--- src/hdl/rtpsrb_pkg.sv ---
// Package for the RTP sequence reorder buffer: payload structs, status codes,
// cell control struct and default sizes. No dependencies.
`timescale 1ns / 1ps
`default_nettype none

package rtpsrb_pkg;

    localparam int DEPTH_DEFAULT       = 64;
    localparam int SEQ_W               = 16;
    localparam int TAG_W               = 16;
    localparam int LEVEL_W             = 7;
    localparam int OCC_W               = 7;
    localparam logic [LEVEL_W-1:0] RELEASE_LEVEL_RESET = 7'd50;

    localparam logic ACT_PUT = 1'b0;
    localparam logic ACT_GET = 1'b1;

    localparam logic [1:0] ST_STORED   = 2'd0;
    localparam logic [1:0] ST_DUP      = 2'd1;
    localparam logic [1:0] ST_OVERFLOW = 2'd2;
    localparam logic [1:0] ST_GET      = 2'd3;

    typedef struct packed {
        logic             action;
        logic [SEQ_W-1:0] seq_num;
        logic [TAG_W-1:0] payload_tag;
        logic             drain;
    } in_item_t;

    typedef struct packed {
        logic             out_valid;
        logic [SEQ_W-1:0] out_seq;
        logic [TAG_W-1:0] out_tag;
        logic [1:0]       status;
        logic [OCC_W-1:0] occupancy;
    } out_item_t;

    typedef enum logic [1:0] {
        CELL_HOLD,
        CELL_INSERT,
        CELL_SHIFT_OUT
    } cell_op_t;

    // Broadcast from the controller to every cell.
    typedef struct packed {
        logic             cmp_en;
        cell_op_t         op;
        logic [SEQ_W-1:0] key_seq;
        logic [TAG_W-1:0] key_tag;
    } cell_ctrl_t;

endpackage

`default_nettype wire

--- src/hdl/rtpsrb_cell.sv ---
// One slot of the sorted chain: holds an entry, compares it with the broadcast
// key, and takes its left or right neighbor's entry on insert or release.
// Depends on rtpsrb_pkg.
`timescale 1ns / 1ps
`default_nettype none

module rtpsrb_cell
    import rtpsrb_pkg::*;
(
    input  wire logic             clk,
    input  wire logic             rst_n,
    input  wire cell_ctrl_t       ctrl,
    input  wire logic             occ,
    input  wire logic [SEQ_W-1:0] left_seq,
    input  wire logic [TAG_W-1:0] left_tag,
    input  wire logic             left_lt,
    input  wire logic [SEQ_W-1:0] right_seq,
    input  wire logic [TAG_W-1:0] right_tag,
    output logic [SEQ_W-1:0]      seq,
    output logic [TAG_W-1:0]      tag,
    output logic                  lt,
    output logic                  eq
);

    logic [SEQ_W-1:0] seq_reg;
    logic [TAG_W-1:0] tag_reg;
    logic             lt_reg;
    logic             eq_reg;
    logic [SEQ_W-1:0] seq_next;
    logic [TAG_W-1:0] tag_next;

    always_ff @(posedge clk or negedge rst_n)
    begin
        if (!rst_n)
        begin
            lt_reg <= 1'b0;
            eq_reg <= 1'b0;
        end
        else if (ctrl.cmp_en)
        begin
            lt_reg <= occ && (seq_reg < ctrl.key_seq);
            eq_reg <= occ && (seq_reg == ctrl.key_seq);
        end
    end

    // Entry below the insert point stays; the insert point takes the key;
    // everything above moves up by one.
    always_comb
    begin
        seq_next = seq_reg;
        tag_next = tag_reg;
        unique case (ctrl.op)
            CELL_HOLD:
            begin
                seq_next = seq_reg;
                tag_next = tag_reg;
            end
            CELL_INSERT:
            begin
                if (!lt_reg)
                begin
                    if (left_lt)
                    begin
                        seq_next = ctrl.key_seq;
                        tag_next = ctrl.key_tag;
                    end
                    else
                    begin
                        seq_next = left_seq;
                        tag_next = left_tag;
                    end
                end
            end
            CELL_SHIFT_OUT:
            begin
                seq_next = right_seq;
                tag_next = right_tag;
            end
            default:
            begin
                seq_next = seq_reg;
                tag_next = tag_reg;
            end
        endcase
    end

    always_ff @(posedge clk)
    begin
        seq_reg <= seq_next;
        tag_reg <= tag_next;
    end

    assign seq = seq_reg;
    assign tag = tag_reg;
    assign lt  = lt_reg;
    assign eq  = eq_reg;

endmodule

`default_nettype wire

--- config.mk ---
export PLATFORM = sky130hd
export DESIGN_NAME = rtpsrb_cell
export DESIGN_NICKNAME = d
export VERILOG_FILES = /design/src/hdl/rtpsrb_pkg.sv /design/src/hdl/rtpsrb_cell.sv
export SDC_FILE = /design/constraint.sdc
export NUM_CORES = 1
export LEC_CHECK = 0
export BUFFER_PORTS_ARGS = -buffer_cell sky130_fd_sc_hd__buf_4
export CELL_PAD_IN_SITES_DETAIL_PLACEMENT = 0
export CELL_PAD_IN_SITES_GLOBAL_PLACEMENT = 1
export CORE_MARGIN = 5
export CORE_UTILIZATION = 30
export CTS_CLUSTER_DIAMETER = 80
export DETAILED_ROUTE_END_ITERATION = 12
export GPL_ROUTABILITY_DRIVEN = 0
export PLACE_DENSITY_LB_ADDON = 0.1
export SLEW_MARGIN = 20
export SYNTH_ARGS = -nofsm -noshare
export SYNTH_HDL_FRONTEND = slang
export SYNTH_SLANG_ARGS = --single-unit
--- constraint.sdc ---
create_clock -name clk -period 2.5 [get_ports clk]
set_clock_uncertainty 0.2 [all_clocks]
set_input_delay 0.75 -clock clk [delete_from_list [all_inputs] [get_ports clk]]
set_output_delay 0.75 -clock clk [all_outputs]
set_load 0.01 [all_outputs]
======== Word level (Yosys, flattened, before mapping) ========
Index checks and enable logic that the tools add are counted.
cells by class
  reduce and logical (&&, ||, !) cells .... 4
  equal/unequal tests ..................... 4
  mux-type cells .......................... 6
  $lt $le $gt $ge ......................... 1
operator list
  operator              number
  $mux W16              4
  $pmux W16 S2          2
  $eq A16 B16 Y1        1
  $lt A16 B16 Y1        1
  $eq A2 B1 Y1 const B  1
  $eq A2 B2 Y1 const B  1
  $logic_and A1 B1 Y1   2
  $ne A2 B2 Y1 const B  1
  $reduce_and A2 Y1     1
  $reduce_bool A2 Y1    1
storage, ports and cells
  output and inout bits ................... 34
  bits in registers ....................... 34
  bits of input ports ..................... 103

======== Logic depth before layout (Yosys ltp) ========
Gate-level depths: netlist of the first run.
  word-level depth ........................ 3
  gate-level depth with buffers ........... 6

======== Worst setup path after synthesis of the first run ========
OpenSTA, ideal clock, no wires.
  path kind ............................... input port to flip-flop
  from .................................... input ctrl[21] (netlist bit)
  to ...................................... register lt_reg, in the netlist lt
  data arrival time ....................... 1.897 ns
  library setup time ...................... 0.096 ns
  buffers on the path ..................... 0
  required time ........................... 2.204 ns
  cell stages on the path ................. 6
  path slack .............................. 0.308 ns
  cell sequence ........................... inv_1 > ha_1 > a21oi_2 > o21ai_1 > a2111o_1 > o32ai_2
between the ends
  cells in the longest elaborated chain, start to end .. 2
ends and longest elaborated chain
  item                  RTL line           RTL
  start, declared       rtpsrb_cell.sv:12  input wire cell_ctrl_t ctrl,
  $lt A16 B16 Y1        rtpsrb_cell.sv:41  lt_reg <= occ && (seq_reg < ctrl.key_seq);
  $logic_and A1 B1 Y1   rtpsrb_cell.sv:41
  end signal, assigned  rtpsrb_cell.sv:41
  end, declared         rtpsrb_cell.sv:27  logic lt_reg;
No other way between the ends.
A chain may end at the register's enable or synchronous reset.

======== Final worst setup path of the first run ========
  from .................................... input ctrl[27] (netlist bit)
  to ...................................... register lt_reg, in the netlist lt
Same word-level chain as after synthesis.

==> flow_summary.json, run 1 <==
{
  "status": "completed",
  "wl_per_cell_um": 14.1,
  "ir_drop_mv": 0.211,
  "synth_adder_area_share": 0.0946,
  "max_freq_mhz": 474,
  "h-tree-depth": 2,
  "placementRows": 30,
  "synth-simple-area-share": 0.0964,
  "crit_required_ns": 2.47,
  "clock_sinks": 34,
  "coreArea_sq_um": 6830,
  "fin_nets": 459,
  "yosys.cell_types.count": 25,
  "synthXorXnorAreaFrac": 0,
  "netlist_instances": 205,
  "worstSetupPathType": "in -> reg",
  "hold_slack_ns": 0.0319,
  "arrival_ns": 2.08,
  "routed_via_density": 4.43,
  "wl_um": 6150,
  "grt_pass1_wl_um": 9600,
  "synth_compound_area_frac": 0.125,
  "dieArea_sq_um": 8830,
  "grt-ovfl-total": 0,
  "max_slew_margin": 0.455,
  "cts.reportedPaths.clkPinSlew_ns": 0.07,
  "port_buffers": 136,
  "fin_ws_ns": 0.389,
  "cp_max_fo": 3,
  "dpl.hpwl_um": 4870,
  "antenna_cells": 0,
  "final_util": 0.492,
  "grtUsageTotal": 0.140,
  "clockBufferDepth": 2,
  "cellLeakagePower_nw": 1.61,
  "synth_top_family_by_area": "multiplexers",
  "first_global_vias": 2093,
  "die_y_um": 94.0,
  "min_path_type": "in -> async",
  "num_io_pins": 137,
  "final_common_cell": "buf_4",
  "hold_violations": 0,
  "layout_common_cells": "138 x buf_4, 36 x nand2_1, 33 x o21ai_0",
  "ys_warn_count": 0,
  "powerDensity_nw_per_um2": 486,
  "cts_resized": 0,
  "tns_ns": 0,
  "ys_seq_elements": 34,
  "drt_iter0_markers": 36,
  "initial_utilization": 0.310,
  "firstDrtPassIters": 4,
  "layout-drive-gt1-share": 0.446,
  "antenna_left": 0,
  "setup_viol": 0,
  "synth_area_sq_um": 2120,
  "num_vias": 1937,
  "die_x_um": 94.0,
  "maxSlewViolCount": 0,
  "timing.final.crit_share": 0.844,
  "endpoint_kind": "flop",
  "grt_antenna_before_repair": 0,
  "clock_latency_ns": 0.28,
  "synth.area.mux_share": 0.151,
  "syn_avg_cell_area_sq_um": 10.3,
  "root_buffer": "clkbuf_8",
  "place_ws_ns": 0.0692,
  "syn_nets": 324,
  "postCtsSetupBuffers": 0,
  "worst_pin_slew_ns": 0.817,
  "ys_seq_area_frac": 0.478,
  "grt_max_degree": 65,
  "cts_buffers": 5,
  "drc": 0,
  "drv_cap": 0,
  "ctsHoldBuffers": 0,
  "rsz0062_at_grt": "false",
  "crit_path_start_kind": "input port",
  "areaGrowthSynthToFinish_pct": 58.8,
  "period_minus_slack_ns": 2.11,
  "cts_tree": "done"
}
## final timing paths
check	slack, ns	startpoint	end	cells past startpoint
max in group asynchronous	1.98	rst_n	lt$_DFFE_PN0P_	1
min	0.03	rst_n	eq$_DFFE_PN0P_	1
min reg2reg	0.33	eq$_DFFE_PN0P_	eq$_DFFE_PN0P_	2
min in group clk	0.33	eq$_DFFE_PN0P_	eq$_DFFE_PN0P_	2
max reg2reg	0.55	seq[14]$_DFFE_PP_	lt$_DFFE_PN0P_	5
max	0.39	ctrl[27]	lt$_DFFE_PN0P_	7
## layout make-up
class	count	area (sq um)
tap	96	120
timing repair buffer	139	1060
inverter	18	67.6
sequential	34	1010
clock buffer	5	68.8
multi-input combinational	142	997
fill	678	3470
clock inverter	3	40.0
## routing by layer
layer	share of wire	up-vias	global-route usage
met3	0.097	7	0.0577
met2	0.50	78	0.247
met5	0	-	0
met1	0.39	853	0.151
li1	-	999	-
met4	0.011	0	0.0433
## per-stage QoR
step	instances	total power [W]	instance area, sq um
after global routing	437	0.00173	3360
after CTS	437	0.00167	3360
after global placement	429	0.00115	3250
after detailed placement	429	0.00115	3250
after floorplan	205	0.000904	2120
final	437	0.00163	3360
## power by group
group / switching, W / internal [W]
logic: 0.000183 / 0.000235
registers: 0.0000214 / 0.000692
clock network: 0.000210 / 0.000294
total: 0.000414 / 0.00122
## critical path: stages
cell and delay [ns]:
buf_4 0.09, inv_1 0.04, ha_1 0.30, nand4_1 0.15, nor4_1 0.38, a21boi_1 0.26, o32ai_2 0.11
## kinds of logic (layout without fill, tap and decap cells)
logic type,after synthesis,count (layout)
mux,32,32
compound gates,46,46
simple gates,48,48
fa+ha+maj,16,16
flops,34,34
buf+inv,29,165
## cells in the mapped netlist
library cell	number	area, sq um
buf_2	5	25.0
ha_1	16	200
o21ai_1	1	5.00
o211ai_1	1	7.51
nand2_1	36	135
mux2i_1	32	320
a21oi_1	4	20.0
or2_2	1	6.26
o21ai_0	33	165
a21oi_2	2	17.5
a21boi_0	1	7.51
nand4_1	3	18.8
clkbuf_1	6	22.5
nor2b_1	2	12.5
nor3b_1	1	7.51
o32ai_2	1	16.3
nand3_1	2	10.0
nor4_1	1	6.26
a21o_1	1	7.51
inv_1	18	67.6
edfxtp_1	32	961
nor2_1	2	7.51
dfrtp_1	2	50.1
a2111o_1	1	11.3
a21boi_1	1	7.51
Note: power is estimated with default switching activity, not from simulation.
==> inputs of run 2 (changes only) <==
CORE_UTILIZATION = 27   (was 30)
clock period = 1.8 ns   (was 2.5 ns; I/O delays follow)
==> run 2 against run 1 <==
- the run now ends with setup timing left
- sequential power up 40%
- setup slack worse by 0.43 ns
- register-to-register slack worse by 0.59 ns
- largest cell class unchanged
- global-route usage down 0.52 points
- via count up 4.9%
- clock-buffer cell count unchanged
- highest routed layer unchanged
- die area up 9.9%
- clock power up 8.7%
- critical path depth down 1
- first-iteration DRC count up 100%
- routed wire length up 8.3%
- worst hold slack better by 0.23 ns
==> flow_summary.json, run 2 (synthesis results as in run 1) <==
{
  "antenna_cells": 0,
  "max_freq_mhz": 545,
  "wl_um": 6660,
  "placementRows": 32,
  "clock_sinks": 34,
  "cellLeakagePower_nw": 1.72,
  "worst_pin_slew_ns": 0.256,
  "first_global_vias": 2205,
  "cts_tree": "done",
  "grt_max_degree": 23,
  "crit_path_start_kind": "flop",
  "antenna_left": 0,
  "drt_iter0_markers": 73,
  "grt-ovfl-total": 0,
  "grt_antenna_before_repair": 0,
  "port_buffers": 136,
  "crit_required_ns": 1.76,
  "min_path_type": "in -> reg",
  "cp_max_fo": 2,
  "routed_via_density": 4.38,
  "fin_nets": 480,
  "worstSetupPathType": "reg -> reg",
  "hold_violations": 0,
  "areaGrowthSynthToFinish_pct": 73.2,
  "wl_met2_um": 3240,
  "timing.final.crit_share": 1.02,
  "status": "finished with violations",
  "ir_drop_mv": 0.212,
  "max_slew_margin": 0.828,
  "tns_ns": -0.0485,
  "final_common_cell": "buf_4",
  "h-tree-depth": 2,
  "die_y_um": 98.5,
  "drv_cap": 0,
  "cts_buffers": 5,
  "firstDrtPassIters": 4,
  "wl_met3_um": 649,
  "layout-drive-gt1-share": 0.497,
  "dpl.hpwl_um": 5390,
  "rsz0062_at_grt": "true",
  "drc": 0,
  "dieArea_sq_um": 9710,
  "grtUsageTotal": 0.134,
  "layout_common_cells": "151 x buf_4, 35 x nand2_1, 33 x o21ai_0",
  "num_vias": 2032,
  "num_io_pins": 137,
  "initial_utilization": 0.275,
  "powerDensity_nw_per_um2": 611,
  "clock_latency_ns": 0.28,
  "root_buffer": "clkbuf_8",
  "wl_per_cell_um": 14.4,
  "die_x_um": 98.5,
  "place_ws_ns": -0.316,
  "fin_ws_ns": -0.0361,
  "top_layer": "met4",
  "endpoint_kind": "flop",
  "cts.reportedPaths.clkPinSlew_ns": 0.07,
  "period_minus_slack_ns": 1.84,
  "setup_viol": 2,
  "violations": "setup timing",
  "coreArea_sq_um": 7690,
  "arrival_ns": 1.80,
  "maxSlewViolCount": 0,
  "clockBufferDepth": 2,
  "grt_pass1_wl_um": 10600,
  "wl_met1_um": 2760
}
[run 2: report_power, final]
group          leakage [nW]  total (W)  switching, W  internal (W)
sequential            0.337   0.000997     0.0000375      0.000959
combinational          1.34   0.000694      0.000284      0.000409
clock                0.0407   0.000547      0.000288      0.000259
[run 2: path summary, 6_finish.rpt]
path	start	endpoint	slack (ns)	cells past startpoint
setup / recovery	seq[5]$_DFFE_PP_	lt$_DFFE_PN0P_	-0.04	6
setup reg to reg	seq[5]$_DFFE_PP_	lt$_DFFE_PN0P_	-0.04	6
min in group asynchronous	rst_n	eq$_DFFE_PN0P_	0.41	2
hold reg to reg	eq$_DFFE_PN0P_	eq$_DFFE_PN0P_	0.34	2
max in group asynchronous	rst_n	lt$_DFFE_PN0P_	0.90	2
hold / removal	ctrl[34]	lt$_DFFE_PN0P_	0.26	2
[run 2: critical path, cell delays in order, from the launching register on]
cell and delay (ns):
edfxtp_1 0.43, ha_4 0.30, buf_4 0.09, nand2_1 0.10, nor4_4 0.30, a21boi_2 0.21
o32ai_2 0.09
[run 2: per-layer routing]
metal,global-route usage,vias up
li1,-,1043
met1,0.161,901
met5,0,-
met4,0.0284,0
met2,0.226,86
met3,0.0566,2
[run 2: per-stage QoR]
step | power (W) | hold WS [ns] | area [sq um] | utilization | instances
after floorplan | 0.00126 | 0.0444 | 2140 | - | 205
after global placement | 0.00167 | 0.124 | 3440 | 0.448 | 451
after detailed placement | 0.00167 | 0.126 | 3440 | 0.448 | 451
after CTS | 0.00225 | 0.250 | 3560 | 0.464 | 462
after global routing | 0.00238 | 0.255 | 3660 | 0.477 | 464
final | 0.00224 | 0.261 | 3660 | 0.477 | 464
[run 2: layout make-up]
type,count,area (sq um)
clock buffer,5,68.8
clock inverter,3,11.3
fill,803,4020
inverter,18,67.6
multi-input combinational,142,1110
sequential,34,1010
tap,102,128
timing repair buffer,160,1270
[run 2: what timing repair did]
item                                    4_1_cts  5_1_grt
setup buffers                                 3        2
hold buffers                                  1        0
endpoints found under the setup margin        1        1
pin swaps                                     4        4
resized for setup                             2       11
hold endpoints to repair                      2        0
